$ cat config.mk
export PLATFORM = sky130hd
export DESIGN_NAME = utilization_band_server_selector
export DESIGN_NICKNAME = d
export VERILOG_FILES = /design/src/design/ubss_pkg.sv /design/src/design/ubss_ctrl.sv /design/src/design/ubss_dp.sv /design/src/design/utilization_band_server_selector.sv
export SDC_FILE = /design/constraint.sdc
export NUM_CORES = 2
export LEC_CHECK = 0
export ABC_CLOCK_PERIOD_IN_PS = 9100
export BUFFER_PORTS_ARGS = -buffer_cell sky130_fd_sc_hd__buf_4
export CAP_MARGIN = 40
export CORE_MARGIN = 2
export CORE_UTILIZATION = 43
export CTS_CLUSTER_DIAMETER = 80
export CTS_CLUSTER_SIZE = 16
export DETAILED_ROUTE_END_ITERATION = 8
export RECOVER_POWER = 25
export SYNTH_ARGS = -nofsm -noshare
export SYNTH_HDL_FRONTEND = slang
export SYNTH_SLANG_ARGS = --single-unit
$ cat constraint.sdc
create_clock -name clk -period 9.1 [get_ports clk]
set_input_delay 1.365 -clock clk [delete_from_list [all_inputs] [get_ports clk]]
set_output_delay 1.365 -clock clk [all_outputs]
set_load 0.005 [all_outputs]
$ cat src/design/ubss_pkg.sv
// Shared types and constants of the utilization band server selector.
// Used by ubss_ctrl, ubss_dp and the top level; no dependencies.
`default_nettype none
package ubss_pkg;

  localparam int NSRV        = 16;
  localparam int IW          = 4;
  localparam int UW          = 18;
  localparam int BW          = 22;
  localparam int DVW         = 28;
  localparam int DSW         = 7;
  localparam int MAX_SAMPLES = 64;
  localparam int SANE_MAX    = 160000;
  localparam int UTIL_MAX    = 262143;
  localparam int BAND_MAX    = 4194303;
  localparam int OUT_CAP     = 16;

  localparam logic [2:0] CFG_ACTIVE = 3'd0;
  localparam logic [2:0] CFG_WEIGHT = 3'd1;
  localparam logic [2:0] CFG_THRESH = 3'd2;
  localparam logic [2:0] CFG_LOWF   = 3'd3;
  localparam logic [2:0] CFG_HIGHF  = 3'd4;

  typedef enum logic [1:0] {
    OP_SEL     = 2'd0,
    OP_BATCH   = 2'd1,
    OP_UPD     = 2'd2,
    OP_REBUILD = 2'd3
  } op_t;

  typedef enum logic [2:0] {
    ST_INBAND   = 3'd0,
    ST_FALLBACK = 3'd1,
    ST_NONE     = 3'd2,
    ST_UPDATED  = 3'd3,
    ST_SKIPPED  = 3'd4,
    ST_REJECTED = 3'd5,
    ST_REBUILT  = 3'd6
  } st_t;

  typedef enum logic [2:0] {
    OSEL_SELECT  = 3'd0,
    OSEL_BATCH   = 3'd1,
    OSEL_NONE    = 3'd2,
    OSEL_REJECT  = 3'd3,
    OSEL_SKIP    = 3'd4,
    OSEL_UPDATE  = 3'd5,
    OSEL_REBUILD = 3'd6
  } osel_t;

  typedef struct packed {
    logic  latch;
    logic  scan_clr;
    logic  scan_step;
    logic  take;
    logic  mul_upd1;
    logic  mul_upd2;
    logic  mul_rb;
    logic  rb_hi;
    logic  div_start;
    logic  div_upd;
    logic  div_step;
    logic  store_low;
    logic  store_high;
    logic  zero_band;
    logic  nv_zero;
    logic  write_util;
    logic  out_load;
    osel_t out_sel;
    logic  out_last;
  } ubss_cmd_t;

  typedef struct packed {
    logic scan_last;
    logic batch_zero;
    logic batch_last;
    logic reject;
    logic skip;
    logic scnt_zero;
    logic act_zero;
    logic div_done;
    logic out_free;
  } ubss_stat_t;

endpackage
`default_nettype wire

$ cat src/design/ubss_ctrl.sv
// Sequencer of the utilization band server selector: walks each operation
// through the scan, multiply, divide and result steps it uses. Depends on ubss_pkg.
`default_nettype none
module ubss_ctrl import ubss_pkg::*; (
  input  wire logic       clk,
  input  wire logic       rst_n,
  input  wire logic       in_valid,
  input  wire logic [1:0] in_op,
  output logic            in_ready,
  input  wire ubss_stat_t stat,
  output ubss_cmd_t       cmd
);

  typedef enum logic [3:0] {
    S_IDLE, S_SCAN, S_SEL_OUT, S_BAT_OUT, S_UPD_CHK, S_UPD_MUL1, S_UPD_MUL2,
    S_DIV_LD, S_DIV, S_DIV_END, S_UPD_OUT, S_RB_CHK, S_RB_MUL, S_RB_OUT
  } state_t;

  state_t state_r, state_nxt;
  op_t    op_r, op_nxt;
  logic   hi_r, hi_nxt;

  always_comb begin
    state_nxt = state_r;
    op_nxt    = op_r;
    hi_nxt    = hi_r;
    cmd       = '0;
    in_ready  = 1'b0;
    case (state_r)
      S_IDLE: begin
        in_ready = 1'b1;
        if (in_valid) begin
          cmd.latch = 1'b1;
          op_nxt    = op_t'(in_op);
          if (op_t'(in_op) == OP_UPD) state_nxt = S_UPD_CHK;
          else                        state_nxt = S_SCAN;
        end
      end
      S_SCAN: begin
        cmd.scan_step = 1'b1;
        if (stat.scan_last) begin
          case (op_r)
            OP_SEL:   state_nxt = S_SEL_OUT;
            OP_BATCH: state_nxt = S_BAT_OUT;
            default:  state_nxt = S_RB_CHK;
          endcase
        end
      end
      S_SEL_OUT: begin
        if (stat.out_free) begin
          cmd.out_load = 1'b1;
          cmd.out_sel  = OSEL_SELECT;
          cmd.out_last = 1'b1;
          state_nxt    = S_IDLE;
        end
      end
      S_BAT_OUT: begin
        if (stat.out_free) begin
          cmd.out_load = 1'b1;
          if (stat.batch_zero) begin
            cmd.out_sel  = OSEL_NONE;
            cmd.out_last = 1'b1;
            state_nxt    = S_IDLE;
          end else begin
            cmd.out_sel  = OSEL_BATCH;
            cmd.out_last = stat.batch_last;
            cmd.take     = 1'b1;
            if (stat.batch_last) begin
              state_nxt = S_IDLE;
            end else begin
              cmd.scan_clr = 1'b1;
              state_nxt    = S_SCAN;
            end
          end
        end
      end
      S_UPD_CHK: begin
        if (stat.out_free) begin
          if (stat.reject) begin
            cmd.out_load = 1'b1;
            cmd.out_sel  = OSEL_REJECT;
            cmd.out_last = 1'b1;
            state_nxt    = S_IDLE;
          end else if (stat.skip) begin
            cmd.out_load = 1'b1;
            cmd.out_sel  = OSEL_SKIP;
            cmd.out_last = 1'b1;
            state_nxt    = S_IDLE;
          end else if (stat.scnt_zero) begin
            cmd.nv_zero    = 1'b1;
            cmd.write_util = 1'b1;
            cmd.out_load   = 1'b1;
            cmd.out_sel    = OSEL_UPDATE;
            cmd.out_last   = 1'b1;
            state_nxt      = S_IDLE;
          end else begin
            state_nxt = S_UPD_MUL1;
          end
        end
      end
      S_UPD_MUL1: begin
        cmd.mul_upd1 = 1'b1;
        state_nxt    = S_UPD_MUL2;
      end
      S_UPD_MUL2: begin
        cmd.mul_upd2 = 1'b1;
        state_nxt    = S_DIV_LD;
      end
      S_DIV_LD: begin
        cmd.div_start = 1'b1;
        cmd.div_upd   = (op_r == OP_UPD);
        state_nxt     = S_DIV;
      end
      S_DIV: begin
        cmd.div_step = 1'b1;
        if (stat.div_done) state_nxt = S_DIV_END;
      end
      S_DIV_END: begin
        if (op_r == OP_UPD) begin
          state_nxt = S_UPD_OUT;
        end else if (!hi_r) begin
          cmd.store_low = 1'b1;
          hi_nxt        = 1'b1;
          state_nxt     = S_RB_MUL;
        end else begin
          cmd.store_high = 1'b1;
          state_nxt      = S_RB_OUT;
        end
      end
      S_UPD_OUT: begin
        if (stat.out_free) begin
          cmd.write_util = 1'b1;
          cmd.out_load   = 1'b1;
          cmd.out_sel    = OSEL_UPDATE;
          cmd.out_last   = 1'b1;
          state_nxt      = S_IDLE;
        end
      end
      S_RB_CHK: begin
        if (stat.act_zero) begin
          cmd.zero_band = 1'b1;
          state_nxt     = S_RB_OUT;
        end else begin
          hi_nxt    = 1'b0;
          state_nxt = S_RB_MUL;
        end
      end
      S_RB_MUL: begin
        cmd.mul_rb = 1'b1;
        cmd.rb_hi  = hi_r;
        state_nxt  = S_DIV_LD;
      end
      S_RB_OUT: begin
        if (stat.out_free) begin
          cmd.out_load = 1'b1;
          cmd.out_sel  = OSEL_REBUILD;
          cmd.out_last = 1'b1;
          state_nxt    = S_IDLE;
        end
      end
      default: state_nxt = S_IDLE;
    endcase
  end

  always_ff @(posedge clk) begin
    if (!rst_n) begin
      state_r <= S_IDLE;
      op_r    <= OP_SEL;
      hi_r    <= 1'b0;
    end else begin
      state_r <= state_nxt;
      op_r    <= op_nxt;
      hi_r    <= hi_nxt;
    end
  end

endmodule
`default_nettype wire

$ cat src/design/ubss_dp.sv
// Datapath of the utilization band server selector: config registers,
// utilization table, scan unit, multipliers, serial divider, result register.
// Depends on ubss_pkg; driven by ubss_ctrl.
`default_nettype none
module ubss_dp import ubss_pkg::*; (
  input  wire logic              clk,
  input  wire logic              rst_n,
  input  wire ubss_cmd_t         cmd,
  output ubss_stat_t             stat,
  input  wire logic [3:0]        in_server_index,
  input  wire logic signed [18:0] in_average_value,
  input  wire logic [23:0]       in_sample_sum,
  input  wire logic [6:0]        in_sample_count,
  input  wire logic [4:0]        in_batch_count,
  input  wire logic              cfg_valid,
  input  wire logic [2:0]        cfg_index,
  input  wire logic [17:0]       cfg_data,
  output logic                   out_valid,
  input  wire logic              out_ready,
  output logic [2:0]             out_status,
  output logic [3:0]             out_server_out,
  output logic [21:0]            out_value_out,
  output logic                   out_last
);

  logic [NSRV-1:0] active_r;
  logic [8:0]      weight_r;
  logic [17:0]     thr_r;
  logic [11:0]     lf_r, hf_r;

  logic [UW-1:0]   util_r [NSRV];
  logic [BW-1:0]   band_low_r, band_high_r;

  logic [IW-1:0]   idx_r;
  logic [18:0]     avg_r;
  logic [23:0]     ssum_r;
  logic [6:0]      scnt_r;
  logic [4:0]      want_r;

  logic [IW-1:0]   scan_i_r, best_i_r, top_i_r;
  logic [UW-1:0]   best_u_r, top_u_r;
  logic            best_v_r, top_v_r;
  logic [4:0]      cand_cnt_r, n_r, cnt_r;
  logic [NSRV-1:0] taken_r;
  logic [BW-1:0]   sum_r;

  logic [26:0]     m1_r;
  logic [32:0]     wsum_r;
  logic [35:0]     numer_r;
  logic [DVW-1:0]  dq_r;
  logic [DSW-1:0]  rem_r, div_d_r;
  logic [4:0]      dcnt_r;

  logic            out_valid_r, out_last_r;
  st_t             status_r;
  logic [IW-1:0]   srv_r;
  logic [BW-1:0]   val_r;

  logic [IW-1:0]   rd_addr;
  logic [UW-1:0]   cur, avg18, absd, uq_sat, nv;
  logic [BW-1:0]   bq_sat;
  logic            act, inb, cand, top_act, dge;
  logic [8:0]      w_eff;
  logic [4:0]      limit;
  logic [DSW:0]    trial;
  st_t             o_status;
  logic [IW-1:0]   o_srv;
  logic [BW-1:0]   o_val;

  always_comb begin
    rd_addr = cmd.scan_step ? scan_i_r : idx_r;
    cur     = util_r[rd_addr];
    act     = active_r[scan_i_r];
    inb     = ({4'b0, cur} >= band_low_r) && ({4'b0, cur} <= band_high_r);
    cand    = act && inb && !taken_r[scan_i_r];
    top_act = active_r[top_i_r];
    w_eff   = (weight_r > 9'd256) ? 9'd256 : weight_r;
    limit   = (want_r > 5'(OUT_CAP)) ? 5'(OUT_CAP) : want_r;
    uq_sat  = (dq_r > DVW'(UTIL_MAX)) ? UW'(UTIL_MAX) : dq_r[UW-1:0];
    bq_sat  = (dq_r > DVW'(BAND_MAX)) ? BW'(BAND_MAX) : dq_r[BW-1:0];
    nv      = cmd.nv_zero ? '0 : uq_sat;
    avg18   = avg_r[UW-1:0];
    absd    = (avg18 >= cur) ? (avg18 - cur) : (cur - avg18);
    trial   = {rem_r, dq_r[DVW-1]};
    dge     = trial >= {1'b0, div_d_r};
  end

  always_comb begin
    stat.scan_last  = (scan_i_r == IW'(NSRV - 1));
    stat.batch_zero = (limit == 5'd0) || (cand_cnt_r == 5'd0);
    stat.batch_last = (cand_cnt_r == 5'd1) || ((n_r + 5'd1) == limit);
    stat.reject     = ({1'b0, idx_r} >= 5'(NSRV)) || (scnt_r > 7'(MAX_SAMPLES)) ||
                      avg_r[18] || (avg_r > 19'(SANE_MAX));
    stat.skip       = (absd <= thr_r);
    stat.scnt_zero  = (scnt_r == 7'd0);
    stat.act_zero   = (cnt_r == 5'd0);
    stat.div_done   = (dcnt_r == 5'(DVW - 1));
    stat.out_free   = !out_valid_r || out_ready;
  end

  always_comb begin
    o_status = ST_NONE;
    o_srv    = '0;
    o_val    = '0;
    case (cmd.out_sel)
      OSEL_SELECT: begin
        if (best_v_r) begin
          o_status = ST_INBAND;
          o_srv    = best_i_r;
          o_val    = {4'b0, best_u_r};
        end else if (top_act) begin
          o_status = ST_FALLBACK;
          o_srv    = top_i_r;
          o_val    = {4'b0, top_u_r};
        end
      end
      OSEL_BATCH: begin
        o_status = ST_INBAND;
        o_srv    = best_i_r;
        o_val    = {4'b0, best_u_r};
      end
      OSEL_REJECT: begin
        o_status = ST_REJECTED;
        o_srv    = idx_r;
      end
      OSEL_SKIP: begin
        o_status = ST_SKIPPED;
        o_srv    = idx_r;
        o_val    = {4'b0, cur};
      end
      OSEL_UPDATE: begin
        o_status = ST_UPDATED;
        o_srv    = idx_r;
        o_val    = {4'b0, nv};
      end
      OSEL_REBUILD: begin
        o_status = ST_REBUILT;
        o_val    = band_high_r;
      end
      default: o_status = ST_NONE;
    endcase
  end

  always_ff @(posedge clk) begin
    if (!rst_n) begin
      active_r    <= '1;
      weight_r    <= 9'd128;
      thr_r       <= 18'd16;
      lf_r        <= 12'd128;
      hf_r        <= 12'd384;
      for (int i = 0; i < NSRV; i++) util_r[i] <= '0;
      band_low_r  <= '0;
      band_high_r <= '0;
      taken_r     <= '0;
      n_r         <= '0;
      out_valid_r <= 1'b0;
    end else begin
      if (cfg_valid) begin
        case (cfg_index)
          CFG_ACTIVE: active_r <= cfg_data[NSRV-1:0];
          CFG_WEIGHT: weight_r <= cfg_data[8:0];
          CFG_THRESH: thr_r    <= cfg_data;
          CFG_LOWF:   lf_r     <= cfg_data[11:0];
          CFG_HIGHF:  hf_r     <= cfg_data[11:0];
          default: ;
        endcase
      end

      if (cmd.latch) begin
        idx_r   <= in_server_index;
        avg_r   <= in_average_value;
        ssum_r  <= in_sample_sum;
        scnt_r  <= in_sample_count;
        want_r  <= in_batch_count;
        taken_r <= '0;
        n_r     <= '0;
      end

      if (cmd.latch || cmd.scan_clr) begin
        scan_i_r   <= '0;
        best_v_r   <= 1'b0;
        top_v_r    <= 1'b0;
        cand_cnt_r <= '0;
        sum_r      <= '0;
        cnt_r      <= '0;
      end else if (cmd.scan_step) begin
        scan_i_r <= scan_i_r + 1'b1;
        if (cand && (!best_v_r || cur > best_u_r)) begin
          best_v_r <= 1'b1;
          best_i_r <= scan_i_r;
          best_u_r <= cur;
        end
        if (cand) cand_cnt_r <= cand_cnt_r + 5'd1;
        if (!top_v_r || cur > top_u_r) begin
          top_v_r <= 1'b1;
          top_i_r <= scan_i_r;
          top_u_r <= cur;
        end
        if (act) begin
          sum_r <= sum_r + {4'b0, cur};
          cnt_r <= cnt_r + 5'd1;
        end
      end

      if (cmd.take) begin
        taken_r[best_i_r] <= 1'b1;
        n_r               <= n_r + 5'd1;
      end

      if (cmd.mul_upd1) begin
        m1_r   <= 27'(9'd256 - w_eff) * 27'(cur);
        wsum_r <= 33'(w_eff) * 33'(ssum_r);
      end
      if (cmd.mul_upd2) begin
        numer_r <= 36'(m1_r) * 36'(scnt_r) + 36'(wsum_r) + {22'b0, scnt_r, 7'b0};
      end
      if (cmd.mul_rb) begin
        numer_r <= 36'(sum_r) * 36'(cmd.rb_hi ? hf_r : lf_r) + {24'b0, cnt_r, 7'b0};
      end

      if (cmd.div_start) begin
        dq_r    <= numer_r[35:8];
        rem_r   <= '0;
        dcnt_r  <= '0;
        div_d_r <= cmd.div_upd ? scnt_r : {2'b0, cnt_r};
      end else if (cmd.div_step) begin
        dq_r   <= {dq_r[DVW-2:0], dge};
        rem_r  <= dge ? DSW'(trial - {1'b0, div_d_r}) : trial[DSW-1:0];
        dcnt_r <= dcnt_r + 5'd1;
      end

      if (cmd.zero_band) begin
        band_low_r  <= '0;
        band_high_r <= '0;
      end
      if (cmd.store_low)  band_low_r  <= bq_sat;
      if (cmd.store_high) band_high_r <= bq_sat;

      if (cmd.write_util) util_r[idx_r] <= nv;

      if (cmd.out_load) begin
        out_valid_r <= 1'b1;
        status_r    <= o_status;
        srv_r       <= o_srv;
        val_r       <= o_val;
        out_last_r  <= cmd.out_last;
      end else if (out_ready) begin
        out_valid_r <= 1'b0;
      end
    end
  end

  assign out_valid      = out_valid_r;
  assign out_status     = status_r;
  assign out_server_out = srv_r;
  assign out_value_out  = val_r;
  assign out_last       = out_last_r;

  a_load_free: assert property (@(posedge clk) disable iff (!rst_n)
    cmd.out_load |-> stat.out_free) else $error("result beat overwritten");
  a_write_out: assert property (@(posedge clk) disable iff (!rst_n)
    cmd.write_util |-> cmd.out_load) else $error("table write without result");
  a_div_rem: assert property (@(posedge clk) disable iff (!rst_n)
    cmd.div_step |-> (rem_r < div_d_r)) else $error("divider remainder out of range");
  a_div_clr: assert property (@(posedge clk) disable iff (!rst_n)
    cmd.div_start |=> (dcnt_r == 5'd0)) else $error("divider count not cleared");

endmodule
`default_nettype wire

$ cat src/design/utilization_band_server_selector.sv
// Utilization band server selector, top level: joins ubss_ctrl and ubss_dp.
// Depends on ubss_pkg.
//
// Input beats (in_valid/in_ready) carry one request: select one, select batch,
// update utilization or rebuild band. One request is worked at a time; in_ready
// is high only while idle. Results leave through a registered output channel
// (out_valid/out_ready); out_last marks the final beat of a request.
// Work per request, from acceptance to the result beat being loaded:
//   select one    one pass over 16 table entries
//   select batch  one pass per result beat
//   update        result loaded from the check step when rejected, skipped or
//                 sample count is zero, else two multiply stages and a 28-step serial divider
//   rebuild       scan plus two multiply and divide rounds; scan only when no
//                 server is active
// The next request is taken in the cycle after the final beat loads.
// A stalled receiver holds the sequencer at its next result beat.
// Config writes (cfg_valid, always ready) take effect at once; write only
// while idle. Synchronous reset restores register defaults, clears the
// utilization table and the band, and empties the output register.
`default_nettype none
module utilization_band_server_selector import ubss_pkg::*; (
  input  wire logic              clk,
  input  wire logic              rst_n,
  input  wire logic              in_valid,
  output logic                   in_ready,
  input  wire logic [1:0]        in_op,
  input  wire logic [3:0]        in_server_index,
  input  wire logic signed [18:0] in_average_value,
  input  wire logic [23:0]       in_sample_sum,
  input  wire logic [6:0]        in_sample_count,
  input  wire logic [4:0]        in_batch_count,
  output logic                   out_valid,
  input  wire logic              out_ready,
  output logic [2:0]             out_status,
  output logic [3:0]             out_server_out,
  output logic [21:0]            out_value_out,
  output logic                   out_last,
  input  wire logic              cfg_valid,
  output logic                   cfg_ready,
  input  wire logic [2:0]        cfg_index,
  input  wire logic [17:0]       cfg_data
);

  ubss_cmd_t  cmd;
  ubss_stat_t stat;

  assign cfg_ready = 1'b1;

  ubss_ctrl u_ctrl (
    .clk      (clk),
    .rst_n    (rst_n),
    .in_valid (in_valid),
    .in_op    (in_op),
    .in_ready (in_ready),
    .stat     (stat),
    .cmd      (cmd)
  );

  ubss_dp u_dp (
    .clk              (clk),
    .rst_n            (rst_n),
    .cmd              (cmd),
    .stat             (stat),
    .in_server_index  (in_server_index),
    .in_average_value (in_average_value),
    .in_sample_sum    (in_sample_sum),
    .in_sample_count  (in_sample_count),
    .in_batch_count   (in_batch_count),
    .cfg_valid        (cfg_valid),
    .cfg_index        (cfg_index),
    .cfg_data         (cfg_data),
    .out_valid        (out_valid),
    .out_ready        (out_ready),
    .out_status       (out_status),
    .out_server_out   (out_server_out),
    .out_value_out    (out_value_out),
    .out_last         (out_last)
  );

endmodule
`default_nettype wire

==> impl_metrics.ini <==
[logic_synthesis]
synth_area_um2 = 63140
synth_top_family_by_area = adder cells
ys_types = 78
synth-simple-area-share_pct = 14.49
ys.flop_type = edfxtp_1
synth_xor_area_share_pct = 2.275
ys_seq_elements = 734
async_flop_share_pct = 0
synth-compound-area-share_pct = 7.480
yosysWarnings = 0
muxShareOfSynthArea_pct = 4.407
synth.avg_cell_area_um2 = 10.13
synthAdderAreaFrac_pct = 31.42
ys_seq_area_share_pct = 32.69
synth-edff-count = 594
syn_inst = 6234

[cells_and_area]
postLayoutCellArea_um2 = 69490
seq_area_um2 = 20640
fillCellCount = 13630
multi_input_area_um2 = 38340
drive_gt1_share_pct = 8.833
post-route-util_pct = 47.68
area_growth_pct = 10.06
nets = 7591

[sta]
maxSlewHeadroom_pct = -89.29
setup_viol = 0
hold_violations = 0
slew_viol_final = 273
hold_ws_ps = 454.5
skew_ps = 51.57
setup_tns_ps = 0
fmax_mhz = 115.2
finalCritPeriodShare_pct = 95.38
min_period_ps = 8679
worst-slew-pin-transition_ps = 2824

[power_and_ir_drop]
p_leak_nw = 30.28
power_density_nw_per_um2 = 366.3
finalPower_w = 0.02546
vdd_drop_max_mv = 1.437

[status]
violations = capacitance limit, slew limit
status = finished, violations left

[setup_path]
crit_end = u_dp.numer_r[34]
r2r_slack_ps = 420
worstSetupPathType = reg2reg
critPathBufInv = 5
rr_worst_depth = 25
cp.required_ps = 9500
crit_fanout = 22
rr_endpoint = u_dp.numer_r[34]
cp_common_cell = fa_1
start_kind = flop
critical_path_depth = 25
worstReg2RegStart = u_ctrl.state_r[0]
endpoint_kind = flop
startpoint = u_ctrl.state_r[0]
cp_slowest_cell = mux2_2
critPathTopFamily = adder cells
slowest_delay_ps = 770
cp_data_arrival_time_ps = 9080

[grt]
grt_util_all_layers_pct = 24.33
grt_pass1_vias = 47130
grt_max_degree = 76
overflow = 0
antenna_found_initial = 7
grt_pass1_wl_um = 280400

[clock_network]
tritoncts = done
insertion_delay_ps = 710
root_buffer = clkbuf_16
cts_hold_buf = 0
path_clk_slew_ps = 70
htreeDepth = 3
clockBufferDepth = 3
clock_sinks = 734
cts_made_buffers = 69

[drt]
vias = 45650
postRouteAntennaNets = 0
wl_per_cell_um = 21.74
avgViaCountPerCell = 5.482
postRouteWirelength_um = 181000
drcViolationCount = 0
first_pass_iters = 6
drt_iter0_drc = 3917

[run]
cap_violations = 7

[floorplanning]
start_util_pct = 43.33
dieHeight_um = 387.2
io_pins = 120
num_rows = 140
core_area_um2 = 145700
die_area_um2 = 149900
dieWidth_um = 387.2

[hold_path]
hold_class = reg2reg

[place]
placed_area_um2 = 67140
portBuffers = 118
gp_congestion = 0.9793
dp_hpwl_um = 138800
## report_power, final
group	total [W]	leakage [nW]	internal, W	switching [W]
clock	0.00301	1.08	0.00153	0.00148
combinational	0.0173	22.3	0.00733	0.0100
sequential	0.00511	6.91	0.00466	0.000458
## area by class of cell
type	count	area share [%]
multi-input cells	4328	55.17
flip-flops and latches	734	29.70
inverters	913	4.939
well taps	1917	3.452
repair buffers	305	3.435
clock buffers	96	2.675
clock inverters	32	0.6266
diodes	1	0.003601
## Yosys cell counts (60+ instances only)
| library cell | instances | share of area [%] |
|---|---|---|
| a21o_1 | 60 | 0.71 |
| a21oi_1 | 264 | 2.1 |
| and2_1 | 183 | 1.8 |
| clkbuf_1 | 233 | 1.4 |
| dfxtp_1 | 140 | 4.4 |
| edfxtp_1 | 594 | 28 |
| fa_1 | 721 | 23 |
| ha_1 | 432 | 8.6 |
| inv_1 | 899 | 5.3 |
| mux2i_1 | 71 | 1.1 |
| mux4_2 | 80 | 2.9 |
| nand2_1 | 876 | 5.2 |
| nand3_1 | 122 | 0.97 |
| nor2_1 | 565 | 3.4 |
| nor2b_1 | 105 | 1.0 |
| o21ai_0 | 129 | 1.0 |
| xnor2_1 | 107 | 1.5 |
## kinds of logic after synthesis
kind of cell | after synthesis
other | 2
and+or+nand+nor | 2059
adders and majority gates | 1153
muxes | 174
xor gates and xnor gates | 164
buffers and inverters | 1204
AOI/OAI and AO/OA | 744
DFF | 734
## per-layer routing
metal  part of all wire, %  vias to the layer above  global-route usage [%]
met5                 0.018                        -                       0
met4                   4.0                        4                   8.999
met3                   6.9                      313                   3.569
met2                    48                     1517                   40.44
met1                    41                    23190                   32.29
li1                      -                    20620                       -
## what timing repair did
action / 4_1_cts / 5_1_grt
setup endpoints to repair: 0 / 634
setup buffers: 0 / 5
resized for setup: 0 / 21
## cells in the final DEF, fill, tap and decap left out, types with 18 or more instances in the layout
| cell type | Yosys | routed |
|---|---|---|
| inv_1 | 899 | 898 |
| nand2_1 | 876 | 874 |
| fa_1 | 721 | 721 |
| edfxtp_1 | 594 | 594 |
| nor2_1 | 565 | 562 |
| ha_1 | 432 | 432 |
| a21oi_1 | 264 | 263 |
| buf_4 | 3 | 192 |
| and2_1 | 183 | 176 |
| dfxtp_1 | 140 | 140 |
| o21ai_0 | 129 | 129 |
| nand3_1 | 122 | 122 |
| xnor2_1 | 107 | 107 |
| nor2b_1 | 105 | 98 |
| mux4_2 | 80 | 80 |
| clkbuf_16 | 0 | 72 |
| clkbuf_4 | 0 | 71 |
| a21o_1 | 60 | 60 |
| xor2_1 | 57 | 57 |
| mux2i_1 | 71 | 53 |
| clkbuf_1 | 233 | 49 |
| nor3_1 | 41 | 37 |
| nand2b_1 | 36 | 36 |
| conb_1 | 2 | 34 |
| o21a_1 | 32 | 31 |
| nand4_1 | 27 | 27 |
| a211oi_1 | 29 | 26 |
| and3_1 | 25 | 25 |
| a221o_1 | 25 | 25 |
| o21ai_1 | 24 | 23 |
| o221ai_1 | 23 | 23 |
| or3_1 | 22 | 22 |
| mux2_2 | 21 | 21 |
| a31oi_1 | 22 | 21 |
| o21bai_1 | 18 | 18 |
## worst min path at each step
stage	startpoint	end	slack, ps	depth (start not counted)
floorplan	u_dp.weight_r[0]	u_dp.weight_r[0]	430	2
global placement	u_dp.lf_r[4]	u_dp.lf_r[4]	440	2
detailed placement	u_dp.hf_r[9]	u_dp.hf_r[9]	440	2
CTS	u_dp.weight_r[4]	u_dp.weight_r[4]	450	2
global route	u_dp.hf_r[2]	u_dp.hf_r[2]	470	2
finish	u_dp.hf_r[9]	u_dp.hf_r[9]	450	2
## worst register-to-register path: cells and delay by family, from the launching register on
| family | cells | cell delay [ps] |
|---|---|---|
| fa+ha+maj | 6 | 2890 |
| simple gates | 6 | 1820 |
| compound gates | 6 | 1450 |
| buf+inv | 5 | 910 |
| mux | 1 | 770 |
| flops | 1 | 370 |
| xor+xnor | 1 | 150 |
## per-stage QoR
stage / setup WS [ps] / cells
finish: 420.5 / 8326
global route: -14.90 / 8325
CTS: 35.59 / 8317
detailed placement: 45.01 / 8189
global placement: 56.26 / 8176
floorplan: 291.5 / 6266
## state kept, by name, indices dropped and copies added, names as in the netlist, 19 cells and up
signal,count
u_dp.avg_r,19
u_dp.band_high_r,22
u_dp.band_low_r,22
u_dp.dq_r,28
u_dp.m1_r,27
u_dp.numer_r,28
u_dp.out_value_out,22
u_dp.ssum_r,24
u_dp.sum_r,22
u_dp.util_r,288
u_dp.wsum_r,33
No activity file was read; power rests on OpenSTA's default activity.
